[src/rtl/ptst_pkg.sv]
// Shared types and codes for the periodic timer slot table.
`default_nettype none
package ptst_pkg;

   localparam int SLOT_COUNT = 8;
   localparam int RESULT_CAP = 8;

   localparam logic [4:0] SLOT_LIMIT = 5'(SLOT_COUNT);
   localparam logic [3:0] FIRE_CAP   = 4'(RESULT_CAP);

   // operation codes
   localparam logic [2:0] FUNC_REG_PERIODIC = 3'd0;
   localparam logic [2:0] FUNC_REG_ONE_SHOT = 3'd1;
   localparam logic [2:0] FUNC_RUN          = 3'd2;
   localparam logic [2:0] FUNC_ENABLE       = 3'd3;
   localparam logic [2:0] FUNC_DISABLE      = 3'd4;
   localparam logic [2:0] FUNC_DELETE       = 3'd5;

   // result status codes
   localparam logic [2:0] STATUS_OK      = 3'd0;
   localparam logic [2:0] STATUS_FULL    = 3'd1;
   localparam logic [2:0] STATUS_FIRED   = 3'd2;
   localparam logic [2:0] STATUS_NONE    = 3'd3;
   localparam logic [2:0] STATUS_IGNORED = 3'd4;

   // command token walking down the cell chain
   typedef struct packed {
      logic        valid;
      logic [2:0]  func;
      logic [31:0] now;
      logic [31:0] period;
      logic [15:0] tag;
      logic [3:0]  slot;
      logic        claimed;
      logic [3:0]  fired;
   } token_type;

   // result raised by the cell that holds the token
   typedef struct packed {
      logic        valid;
      logic [2:0]  status;
      logic [3:0]  index;
      logic [15:0] tag;
   } hit_type;

endpackage
`default_nettype wire

[src/rtl/ptst_cell.sv]
// One timer slot: holds its state and acts on the token passing through.
`default_nettype none
module ptst_cell (
   input  wire logic              clock,
   input  wire logic              reset,
   input  wire logic [3:0]        cell_index,
   input  wire ptst_pkg::token_type tok_in,
   output ptst_pkg::token_type    tok_out,
   output ptst_pkg::hit_type      hit
);
   import ptst_pkg::*;

   logic        taken_ff, taken_in;
   logic        enabled_ff, enabled_in;
   logic        one_shot_ff, one_shot_in;
   logic [31:0] period_ff, period_in;
   logic [31:0] start_ff, start_in;
   logic [15:0] tag_ff, tag_in;
   token_type   tok_ff, tok_in_next;
   logic [31:0] elapsed;
   logic        mine;

   assign elapsed = tok_in.now - start_ff;
   assign mine    = (tok_in.slot == cell_index);

   always_comb begin
      taken_in    = taken_ff;
      enabled_in  = enabled_ff;
      one_shot_in = one_shot_ff;
      period_in   = period_ff;
      start_in    = start_ff;
      tag_in      = tag_ff;
      tok_in_next = tok_in;
      hit         = '0;
      if (tok_in.valid) begin
         unique case (tok_in.func)
            FUNC_REG_PERIODIC, FUNC_REG_ONE_SHOT: begin
               // first free slot along the chain claims the registration
               if (!tok_in.claimed && !taken_ff && !enabled_ff) begin
                  taken_in            = 1'b1;
                  enabled_in          = 1'b1;
                  one_shot_in         = (tok_in.func == FUNC_REG_ONE_SHOT);
                  period_in           = tok_in.period;
                  start_in            = tok_in.now;
                  tag_in              = tok_in.tag;
                  tok_in_next.claimed = 1'b1;
                  hit.valid           = 1'b1;
                  hit.status          = STATUS_OK;
                  hit.index           = cell_index;
               end
            end
            FUNC_RUN: begin
               if (tok_in.fired < FIRE_CAP && taken_ff && enabled_ff &&
                   elapsed >= period_ff) begin
                  start_in          = tok_in.now;
                  tok_in_next.fired = tok_in.fired + 4'd1;
                  hit.valid         = 1'b1;
                  hit.status        = STATUS_FIRED;
                  hit.index         = cell_index;
                  hit.tag           = tag_ff;
                  if (one_shot_ff) begin
                     taken_in    = 1'b0;
                     enabled_in  = 1'b0;
                     one_shot_in = 1'b0;
                  end
               end
            end
            FUNC_ENABLE: begin
               if (mine) begin
                  enabled_in = 1'b1;
                  start_in   = tok_in.now;
               end
            end
            FUNC_DISABLE: begin
               if (mine) begin
                  enabled_in = 1'b0;
               end
            end
            FUNC_DELETE: begin
               // payload fields are dead while the slot is not taken
               if (mine) begin
                  taken_in    = 1'b0;
                  enabled_in  = 1'b0;
                  one_shot_in = 1'b0;
               end
            end
            default: ;
         endcase
      end
   end

   always_ff @(posedge clock) begin
      if (reset) begin
         taken_ff    <= 1'b0;
         enabled_ff  <= 1'b0;
         one_shot_ff <= 1'b0;
         tok_ff      <= '0;
      end else begin
         taken_ff    <= taken_in;
         enabled_ff  <= enabled_in;
         one_shot_ff <= one_shot_in;
         tok_ff      <= tok_in_next;
      end
   end

   always_ff @(posedge clock) begin
      period_ff <= period_in;
      start_ff  <= start_in;
      tag_ff    <= tag_in;
   end

   assign tok_out = tok_ff;

endmodule
`default_nettype wire

[src/rtl/periodic_timer_slot_table.sv]
// Top level: command intake, chain of slot cells and result sequencing.
//
//  channel  ports                                        transfer when
//  request  start, busy, req_func/now_ms/interval_ms/    start && !busy
//           req_task_tag/req_slot
//  result   rsp_valid, rsp_status/slot_index/            rsp_valid (one cycle)
//           fired_tag/last
//
// A chain command is registered into the launch token, then steps through one
// slot cell per cycle, and the final result is registered. An ignored command
// answers the next cycle and leaves busy low. Each fired slot is held in a
// pending register until the next hit or the end of the chain, so that the
// last one can carry rsp_last. Synchronous reset frees every slot. Results
// cannot be stalled; busy is the only back pressure.
`default_nettype none
module periodic_timer_slot_table (
   input  wire logic        clock,
   input  wire logic        reset,
   input  wire logic        start,
   output logic             busy,
   input  wire logic [2:0]  req_func,
   input  wire logic [31:0] req_now_ms,
   input  wire logic [31:0] req_interval_ms,
   input  wire logic [15:0] req_task_tag,
   input  wire logic [3:0]  req_slot,
   output logic             rsp_valid,
   output logic [2:0]       rsp_status,
   output logic [3:0]       rsp_slot_index,
   output logic [15:0]      rsp_fired_tag,
   output logic             rsp_last
);
   import ptst_pkg::*;

   token_type  tok [SLOT_COUNT+1];
   hit_type    hits [SLOT_COUNT];
   logic [SLOT_COUNT-1:0] hit_vec;
   hit_type    hit_any;
   token_type  tok_end;
   token_type  launch_ff, launch_in;
   hit_type    pend_ff, pend_in;
   logic       busy_ff, busy_in;
   logic       accept;
   logic       ignored;
   logic [2:0] end_status;

   logic        rsp_valid_ff, rsp_valid_in;
   logic [2:0]  rsp_status_ff, rsp_status_in;
   logic [3:0]  rsp_slot_index_ff, rsp_slot_index_in;
   logic [15:0] rsp_fired_tag_ff, rsp_fired_tag_in;
   logic        rsp_last_ff, rsp_last_in;

   assign accept = start && !busy_ff;
   assign ignored = (req_func > FUNC_DELETE) ||
                    (req_func >= FUNC_ENABLE && {1'b0, req_slot} >= SLOT_LIMIT);

   assign tok[0] = launch_ff;
   assign tok_end = tok[SLOT_COUNT];

   for (genvar i = 0; i < SLOT_COUNT; i++) begin : g_cell
      ptst_cell u_cell (
         .clock      (clock),
         .reset      (reset),
         .cell_index (4'(i)),
         .tok_in     (tok[i]),
         .tok_out    (tok[i+1]),
         .hit        (hits[i])
      );
      assign hit_vec[i] = hits[i].valid;
   end

   // only the cell holding the token can raise a hit
   always_comb begin
      hit_any = '0;
      for (int i = 0; i < SLOT_COUNT; i++) begin
         hit_any = hit_any | hits[i];
      end
   end

   always_comb begin
      unique case (tok_end.func)
         FUNC_REG_PERIODIC, FUNC_REG_ONE_SHOT: end_status = STATUS_FULL;
         FUNC_RUN:                             end_status = STATUS_NONE;
         default:                              end_status = STATUS_OK;
      endcase
   end

   always_comb begin
      busy_in           = busy_ff;
      launch_in         = launch_ff;
      launch_in.valid   = 1'b0;
      pend_in           = pend_ff;
      rsp_valid_in      = 1'b0;
      rsp_status_in     = rsp_status_ff;
      rsp_slot_index_in = rsp_slot_index_ff;
      rsp_fired_tag_in  = rsp_fired_tag_ff;
      rsp_last_in       = rsp_last_ff;
      if (accept) begin
         if (ignored) begin
            rsp_valid_in      = 1'b1;
            rsp_status_in     = STATUS_IGNORED;
            rsp_slot_index_in = '0;
            rsp_fired_tag_in  = '0;
            rsp_last_in       = 1'b1;
         end else begin
            busy_in   = 1'b1;
            launch_in = '{valid: 1'b1, func: req_func, now: req_now_ms,
                          period: req_interval_ms, tag: req_task_tag,
                          slot: req_slot, claimed: 1'b0, fired: 4'd0};
         end
      end
      if (hit_any.valid) begin
         if (pend_ff.valid) begin
            rsp_valid_in      = 1'b1;
            rsp_status_in     = pend_ff.status;
            rsp_slot_index_in = pend_ff.index;
            rsp_fired_tag_in  = pend_ff.tag;
            rsp_last_in       = 1'b0;
         end
         pend_in = hit_any;
      end
      if (tok_end.valid) begin
         busy_in       = 1'b0;
         pend_in.valid = 1'b0;
         rsp_valid_in  = 1'b1;
         rsp_last_in   = 1'b1;
         if (pend_ff.valid) begin
            rsp_status_in     = pend_ff.status;
            rsp_slot_index_in = pend_ff.index;
            rsp_fired_tag_in  = pend_ff.tag;
         end else begin
            rsp_status_in     = end_status;
            rsp_slot_index_in = '0;
            rsp_fired_tag_in  = '0;
         end
      end
   end

   always_ff @(posedge clock) begin
      if (reset) begin
         busy_ff           <= 1'b0;
         launch_ff         <= '0;
         pend_ff           <= '0;
         rsp_valid_ff      <= 1'b0;
         rsp_status_ff     <= '0;
         rsp_slot_index_ff <= '0;
         rsp_fired_tag_ff  <= '0;
         rsp_last_ff       <= 1'b0;
      end else begin
         busy_ff           <= busy_in;
         launch_ff         <= launch_in;
         pend_ff           <= pend_in;
         rsp_valid_ff      <= rsp_valid_in;
         rsp_status_ff     <= rsp_status_in;
         rsp_slot_index_ff <= rsp_slot_index_in;
         rsp_fired_tag_ff  <= rsp_fired_tag_in;
         rsp_last_ff       <= rsp_last_in;
      end
   end

   assign busy           = busy_ff;
   assign rsp_valid      = rsp_valid_ff;
   assign rsp_status     = rsp_status_ff;
   assign rsp_slot_index = rsp_slot_index_ff;
   assign rsp_fired_tag  = rsp_fired_tag_ff;
   assign rsp_last       = rsp_last_ff;

`ifndef NO_ASSERTIONS
   a_one_hit: assert property (@(posedge clock) disable iff (reset)
      $onehot0(hit_vec))
      else $error("more than one slot cell raised a hit");

   a_last_frees: assert property (@(posedge clock) disable iff (reset)
      rsp_valid && rsp_last |-> !busy)
      else $error("final result while still busy");

   a_ignored: assert property (@(posedge clock) disable iff (reset)
      accept && ignored |=> rsp_valid && rsp_last && rsp_status == STATUS_IGNORED)
      else $error("ignored command not answered next cycle");

   a_tag_zero: assert property (@(posedge clock) disable iff (reset)
      rsp_valid && rsp_status != STATUS_FIRED |-> rsp_fired_tag == 16'd0)
      else $error("tag reported on a result that did not fire");
`endif

endmodule
`default_nettype wire
[config.mk]
export PLATFORM = sky130hd
export DESIGN_NAME = periodic_timer_slot_table
export DESIGN_NICKNAME = d
export VERILOG_FILES = /design/src/rtl/ptst_pkg.sv /design/src/rtl/ptst_cell.sv /design/src/rtl/periodic_timer_slot_table.sv
export SDC_FILE = /design/constraint.sdc
export NUM_CORES = 2
export LEC_CHECK = 0
export BUFFER_PORTS_ARGS = -buffer_cell sky130_fd_sc_hd__buf_2
export CORE_ASPECT_RATIO = 0.75
export CORE_MARGIN = 2
export CORE_UTILIZATION = 30
export CTS_BUF_LIST = sky130_fd_sc_hd__clkbuf_8
export DETAILED_ROUTE_END_ITERATION = 10
export MAX_ROUTING_LAYER = met4
export PLACE_DENSITY = 0.43
export SETUP_SLACK_MARGIN = 0.15
export SLEW_MARGIN = 10
export SYNTH_ARGS = -nofsm -noshare
export SYNTH_HDL_FRONTEND = slang
export SYNTH_SLANG_ARGS = --single-unit
[constraint.sdc]
create_clock -name clock -period 10.3 [get_ports clock]
set_input_delay 0.515 -clock clock [delete_from_list [all_inputs] [get_ports clock]]
set_output_delay 0.515 -clock clock [all_outputs]
set_load 0.02 [all_outputs]
# ---- Yosys cells after proc, flatten, opt, wreduce, memory -nomap -nowiden
# Cells that the tools add are included.
dict set report totals {
  regBits 1457
  inputBits 90
  output_inout_bits 26
  word_cells 638
}
dict set report op_classes {
  n_addsub 14
  order_cmp 18
  eq_ne 97
  mux 214
  bitwise_logic 12
  n_reduce_logical 161
}
# cell count
set op_table {}
lappend op_table {{$mux 32} 24}
lappend op_table {{$pmux 32 s3} 8}
lappend op_table {{$mux 24} 16}
lappend op_table {{$ge 32x32->1} 8}
lappend op_table {{$sub 32x32->32} 8}
lappend op_table {{$mux 16} 14}
lappend op_table {{$or 24x24->24} 7}
lappend op_table {{$pmux 8 s2} 8}
lappend op_table {{$ne 2x1->1 const B} 48}
lappend op_table {{$mux 93} 1}
lappend op_table {{$mux 1} 80}
lappend op_table {{$reduce_and 5->1} 16}
lappend op_table {{$mux 4} 18}
lappend op_table {{$mux 8} 8}
lappend op_table {{$reduce_and 7->1} 8}
lappend op_table {{$eq 3x2->1 const B} 17}
lappend op_table {{$eq 3x3->1 const B} 16}
lappend op_table {{$pmux 1 s3} 16}
lappend op_table {{$reduce_and 6->1} 8}
lappend op_table {{$reduce_bool 3->1} 16}
lappend op_table {{$logic_and 1x1->1} 40}
lappend op_table {{$reduce_or 2->1} 19}
lappend op_table {{$pmux 1 s4} 8}
lappend op_table {{$reduce_bool 4->1} 8}
lappend op_table {{20 further kinds} 96}

# ---- Longest topological paths before layout
dict set report logic_depth {
  depth_word 16
  ltp_mapped 29
  depth_no_buf 27
}

# ---- Hierarchy
# Synthesis repeated with hierarchy kept, for this count alone.
dict set report unflattened {
  hier_cells 6224
  area_unflattened_um2 67771.2
}
# mod instances cells_per_inst area_each_um2 seq_area_each_um2
set by_module_without_submodules {}
lappend by_module_without_submodules {{ptst_cell at g_cell[0].u_cell ...} 4 702 7808.7 4324.1}
lappend by_module_without_submodules {{ptst_cell at g_cell[5].u_cell} 1 708 7903.8 4324.1}
lappend by_module_without_submodules {{ptst_cell at g_cell[6].u_cell} 1 708 7896.3 4324.1}
lappend by_module_without_submodules {{ptst_cell at g_cell[7].u_cell} 1 707 7846.3 4324.1}
lappend by_module_without_submodules {{ptst_cell at g_cell[1].u_cell} 1 702 7835.0 4324.1}
lappend by_module_without_submodules {periodic_timer_slot_table 1 591 5054.8 2762.6}

# ---- Worst setup path before layout
# Ideal clock, no wire load.
dict set report synth_timing {
  path_kind {register to register}
  start {register g_cell[4].u_cell.tok_ff (netlist bit g_cell[4].u_cell.tok_out[57])}
  end {register g_cell[5].u_cell.start_ff[0] (enable)}
  setup_ns 0.480
  arrival_time_ns 7.046
  required_ns 9.820
  slack_ns 2.774
  path_stages_with_launch 25
  path_buffers 0
  synth_period_minus_slack_ns 7.526
  cell_sequence {dfxtp_1 -> inv_1 -> ha_1 -> inv_1 -> fa_1 -> a21o_1 -> a221oi_1 -> o21ai_0 -> a21oi_1 -> o21a_1 -> o21ai_0 -> a21oi_1 -> a21oi_1 -> a221oi_1 -> xnor2_1 -> ha_1 -> nand4_1 -> nor4_1 -> inv_1 -> nor4_1 -> a211oi_1 -> or3_1 -> a31oi_1 -> o21ai_1 -> a311oi_1}
}
dict set report synth_between {
  elab_chain_len 5
}
# item line
set synth_lines {}
lappend synth_lines {{from (decl)} ptst_cell.sv:19} ;# token_type tok_ff, tok_in_next;
lappend synth_lines {{from (signal assigned)} ptst_cell.sv:102} ;# tok_ff <= tok_in_next;
lappend synth_lines {{$sub 32x32->32} ptst_cell.sv:23} ;# assign elapsed = tok_in.now - start_ff;
lappend synth_lines {{$ge 32x32->1} ptst_cell.sv:54} ;# elapsed >= period_ff) begin
lappend synth_lines {{$logic_and 1x1->1} ptst_cell.sv:53} ;# if (tok_in.fired < FIRE_CAP && taken_ff && enabled_ff &&
lappend synth_lines {{$ne 2x1->1 (no source line)} -}
lappend synth_lines {{$reduce_and 5->1 (no source line)} -}
lappend synth_lines {{to (signal assigned)} ptst_cell.sv:108} ;# start_ff <= start_in;
lappend synth_lines {{to (decl)} ptst_cell.sv:17} ;# logic [31:0] start_ff, start_in;
# Every way passes these cells.
# A chain may end at the register's enable or synchronous reset.

# ---- Worst setup path after layout
dict set report layout_timing {
  start {register g_cell[6].u_cell.tok_ff (netlist bit g_cell[6].u_cell.tok_out[57])}
  end {register rsp_valid_ff, in the netlist rsp_valid}
}
dict set report layout_between {
  elab_chain_len 9
}
# item line
set layout_lines {}
lappend layout_lines {{from (decl)} ptst_cell.sv:19}
lappend layout_lines {{from (signal assigned)} ptst_cell.sv:102}
lappend layout_lines {{$sub 32x32->32} ptst_cell.sv:23}
lappend layout_lines {{$ge 32x32->1} ptst_cell.sv:54}
lappend layout_lines {{$logic_and 1x1->1} ptst_cell.sv:53}
lappend layout_lines {{$mux 24} ptst_cell.sv:53}
lappend layout_lines {{$pmux 8 s2} ptst_cell.sv:36} ;# unique case (tok_in.func)
lappend layout_lines {{$mux 24} ptst_cell.sv:35} ;# if (tok_in.valid) begin
lappend layout_lines {{$or 24x24->24} periodic_timer_slot_table.sv:75} ;# hit_any = hit_any | hits[i];
lappend layout_lines {{$mux 1} periodic_timer_slot_table.sv:111} ;# if (hit_any.valid) begin
lappend layout_lines {{$mux 1} periodic_timer_slot_table.sv:121} ;# if (tok_end.valid) begin
lappend layout_lines {{to (signal assigned)} periodic_timer_slot_table.sv:152} ;# rsp_valid_ff <= rsp_valid_in;
lappend layout_lines {{to (decl)} periodic_timer_slot_table.sv:46} ;# logic rsp_valid_ff, rsp_valid_in;
# Every way passes these cells.

==> impl_metrics.json <==
{
  "final_nets": 6570,
  "synth_xor_area_frac": 0.0314,
  "synth_area_per_cell_sq_um": 11.1,
  "antenna_found_initial": 3,
  "status": "finished clean",
  "hp-start": "req_now_ms[4]",
  "ys_ff_latch": 1445,
  "final_core_util": 0.352,
  "die_h_um": 399,
  "gp_congestion": 0.828,
  "vias_per_cell": 4.50,
  "vias": 40300,
  "yosys.area.top_type": "edfxtp_1",
  "die_w_um": 530,
  "cts_inserted_buffers": 234,
  "synth_nets": 6212,
  "synth_warnings": 0,
  "core_sq_mm": 0.206,
  "drv_slew": 0,
  "cp-startpoint": "g_cell[6].u_cell.tok_out[57]$_SDFF_PP0_",
  "timing.final.crit_share": 0.754,
  "cp-end-kind": "flop",
  "placedCellCount": 8394,
  "portBuffers": 115,
  "clk-insertion-delay-late_ns": 1.00,
  "clk_root_buffer_cell": "clkbuf_8",
  "finalHoldViolations": 0,
  "crit_arrival_ns": 8.61,
  "overflow": 0,
  "leakage_nw": 30.2,
  "crit_fanout": 21,
  "synth.area.mux_share": 0.00129,
  "crit_type": "reg -> reg",
  "post-route-min-period_ns": 7.76,
  "cts_setup_buffers": 0,
  "post_drt_wl_per_cell_um": 16.8,
  "synth.top_cell.area_share": 0.309,
  "start_util": 0.302,
  "synth_top_family_by_area": "simple AND/OR/NAND/NOR gates",
  "layout_common_cells": "dfxtp_1 (805), inv_1 (674), nor2b_1 (641)",
  "numClockSinks": 1445,
  "synth-seq-area-share": 0.567,
  "fin_setup_tns_ns": 0,
  "drt-pass1-iter-count": 5,
  "synth_edf_count": 640,
  "drive_gt1_frac": 0.0905,
  "synthCells": 5606,
  "cp.required_ns": 11.14,
  "grt_pass1_wl_um": 236000,
  "finalClockSkew_ns": 0.108,
  "ys.flop_type": "dfxtp_1",
  "synth_area_sq_mm": 0.0623,
  "synth_compound_area_frac": 0.115,
  "cts_max_level": 4,
  "synthAdderAreaFrac": 0.105,
  "timing.max_cap.violations": 0,
  "slew_headroom": 0.0947,
  "power_density_mw_per_mm2": 166,
  "synth-async-reset-ratio": 0,
  "instances_no_fill": 8956,
  "peakVddDrop_mv": 0.110,
  "drt_wl_total_um": 150000,
  "clockBufferDepth": 3,
  "hp-class": "in -> reg",
  "gr-usage-all-layers": 0.147,
  "grt_max_degree": 143,
  "ios": 116,
  "power.total_w": 0.0120,
  "r2r_start": "g_cell[6].u_cell.tok_out[57]$_SDFF_PP0_",
  "clk_pin_slew_ns": 0.06,
  "dp_hpwl_um": 108000,
  "cts_tree": "yes",
  "synth_simple_gate_area_frac": 0.136,
  "max_freq_ghz": 0.129,
  "rsz0062_at_grt": "false",
  "grt_pass1_vias": 40400,
  "synth_area_leaders": "edfxtp_1 (31%), dfxtp_1 (26%), ha_1 (10%)",
  "drc": 0,
  "area.growth.synth_to_final_pct": 16.4,
  "die-area_sq_mm": 0.211,
  "whs_ns": 0.314,
  "synth.distinct_cells": 84,
  "final_common_cell": "dfxtp_1",
  "fp-row-count": 144,
  "antenna_left": 0,
  "startpoint_type": "flop",
  "setup-violations-final": 0,
  "dr.first_iter.drc_count": 2389,
  "tightest_slew_ns": 1.35
}
[kinds of logic (layout without fill, tap and decap cells)]
group           after synthesis  count (layout)
simple gates               1603            1603
xor+xnor                    223             223
mux                           8               8
fa+ha+maj                   516             516
buf+inv                     723            1293
other cells                   0               6
flops                      1445            1445
compound gates             1088            1088
[layer usage]
layer / GRT usage / wire length, um
met5: - / 0
met4: 0.0349 / 2450
met3: 0.0244 / 6760
met2: 0.208 / 61400
met1: 0.217 / 79800
[repair_timing]
action | CTS | global route
hold buffers | 108 | 0
endpoints found under the hold margin | 127 | 0
resized for setup | 0 | 0
[final timing paths]
check	endpoint	slack, ns	cells past startpoint
max	rsp_valid$_SDFF_PP0_	2.54	27
min	launch_ff[61]$_SDFFE_PP0P_	0.31	4
max reg2reg	rsp_valid$_SDFF_PP0_	2.54	27
min reg2reg	g_cell[7].u_cell.tag_ff[13]$_DFFE_PP_	0.37	0
[synth_stat cells, types with 8 or more instances]
| master | number |
|---|---|
| a221o_1 | 9 |
| a222oi_1 | 16 |
| a22o_1 | 21 |
| a22oi_1 | 21 |
| o22ai_1 | 8 |
| a311oi_1 | 8 |
| o21bai_1 | 36 |
| a211o_1 | 8 |
| nand2b_1 | 43 |
| and3_1 | 31 |
| a31oi_1 | 22 |
| a221oi_1 | 26 |
| o21ai_1 | 23 |
| nor4_1 | 14 |
| o21ai_0 | 121 |
| or3_1 | 14 |
| ha_1 | 508 |
| nand4_1 | 54 |
| nor2b_1 | 642 |
| a41oi_1 | 9 |
| and2_1 | 14 |
| dfxtp_1 | 805 |
| o31ai_1 | 17 |
| a211oi_1 | 44 |
| mux2i_1 | 8 |
| nor3b_1 | 8 |
| nor2_1 | 256 |
| a2111oi_0 | 8 |
| inv_1 | 584 |
| buf_1 | 8 |
| a21oi_1 | 362 |
| nand3_1 | 72 |
| o211ai_1 | 14 |
| o21a_1 | 43 |
| fa_1 | 8 |
| nor3_1 | 60 |
| xor2_1 | 64 |
| nand2_1 | 342 |
| xnor2_1 | 159 |
| a21o_1 | 207 |
| clkbuf_1 | 125 |
| edfxtp_1 | 640 |
| or2_2 | 13 |
[cell type report]
type / count / area, sq um
Fill cell: 20700 / 133000
Sequential cell: 1445 / 35300
Multi-Input combinational cell: 3438 / 24300
Clock buffer: 284 / 3910
Tap cell: 2774 / 3470
Inverter: 584 / 2200
Timing Repair Buffer: 261 / 1960
Clock inverter: 164 / 1240
Antenna cell: 6 / 15.0
[per-stage QoR]
stage,setup WS [ns],area (sq um)
after CTS,2.55,72500
after detailed placement,2.66,66200
after global routing,1.95,72500
after global placement,2.70,66200
after floorplan,2.77,62300
final,2.54,72500
[critical path: stages (launching register included)]
cell and delay, ns:
dfxtp_1 0.31, inv_1 0.05, ha_1 0.17, inv_1 0.07, fa_1 0.49, a211oi_1 0.40, o21a_1 0.25, o31ai_1 0.12
o31ai_1 0.72, o211ai_1 0.34, nand2_1 0.13, o211ai_1 0.18, or2_1 0.27, a21o_1 0.21, a31oi_1 0.20, xnor2_1 0.14
ha_1 0.26, a21o_1 0.16, a21oi_1 0.15, o21ai_0 0.10, a211o_1 0.29, a21oi_1 0.54, nor4_4 0.09, buf_4 0.27
nor4_2 0.58, and2_1 0.81, o21ai_1 0.15, nor2b_1 0.17
[registers in the layout, indices dropped and copies added, names as in the netlist, 16 cells and up]
| name | count |
|---|---|
| g_cell.u_cell.period_ff | 256 |
| g_cell.u_cell.start_ff | 256 |
| g_cell.u_cell.tag_ff | 128 |
| g_cell.u_cell.tok_out | 646 |
| launch_ff | 88 |
| pend_ff | 21 |
| rsp_fired_tag | 16 |
[where the power goes]
part           internal [W]  leakage (nW)  switching, W
combinational      0.000265          14.0      0.000372
clock               0.00285          2.99       0.00246
sequential          0.00602          13.3     0.0000525
(Power assumes the default switching activity.)
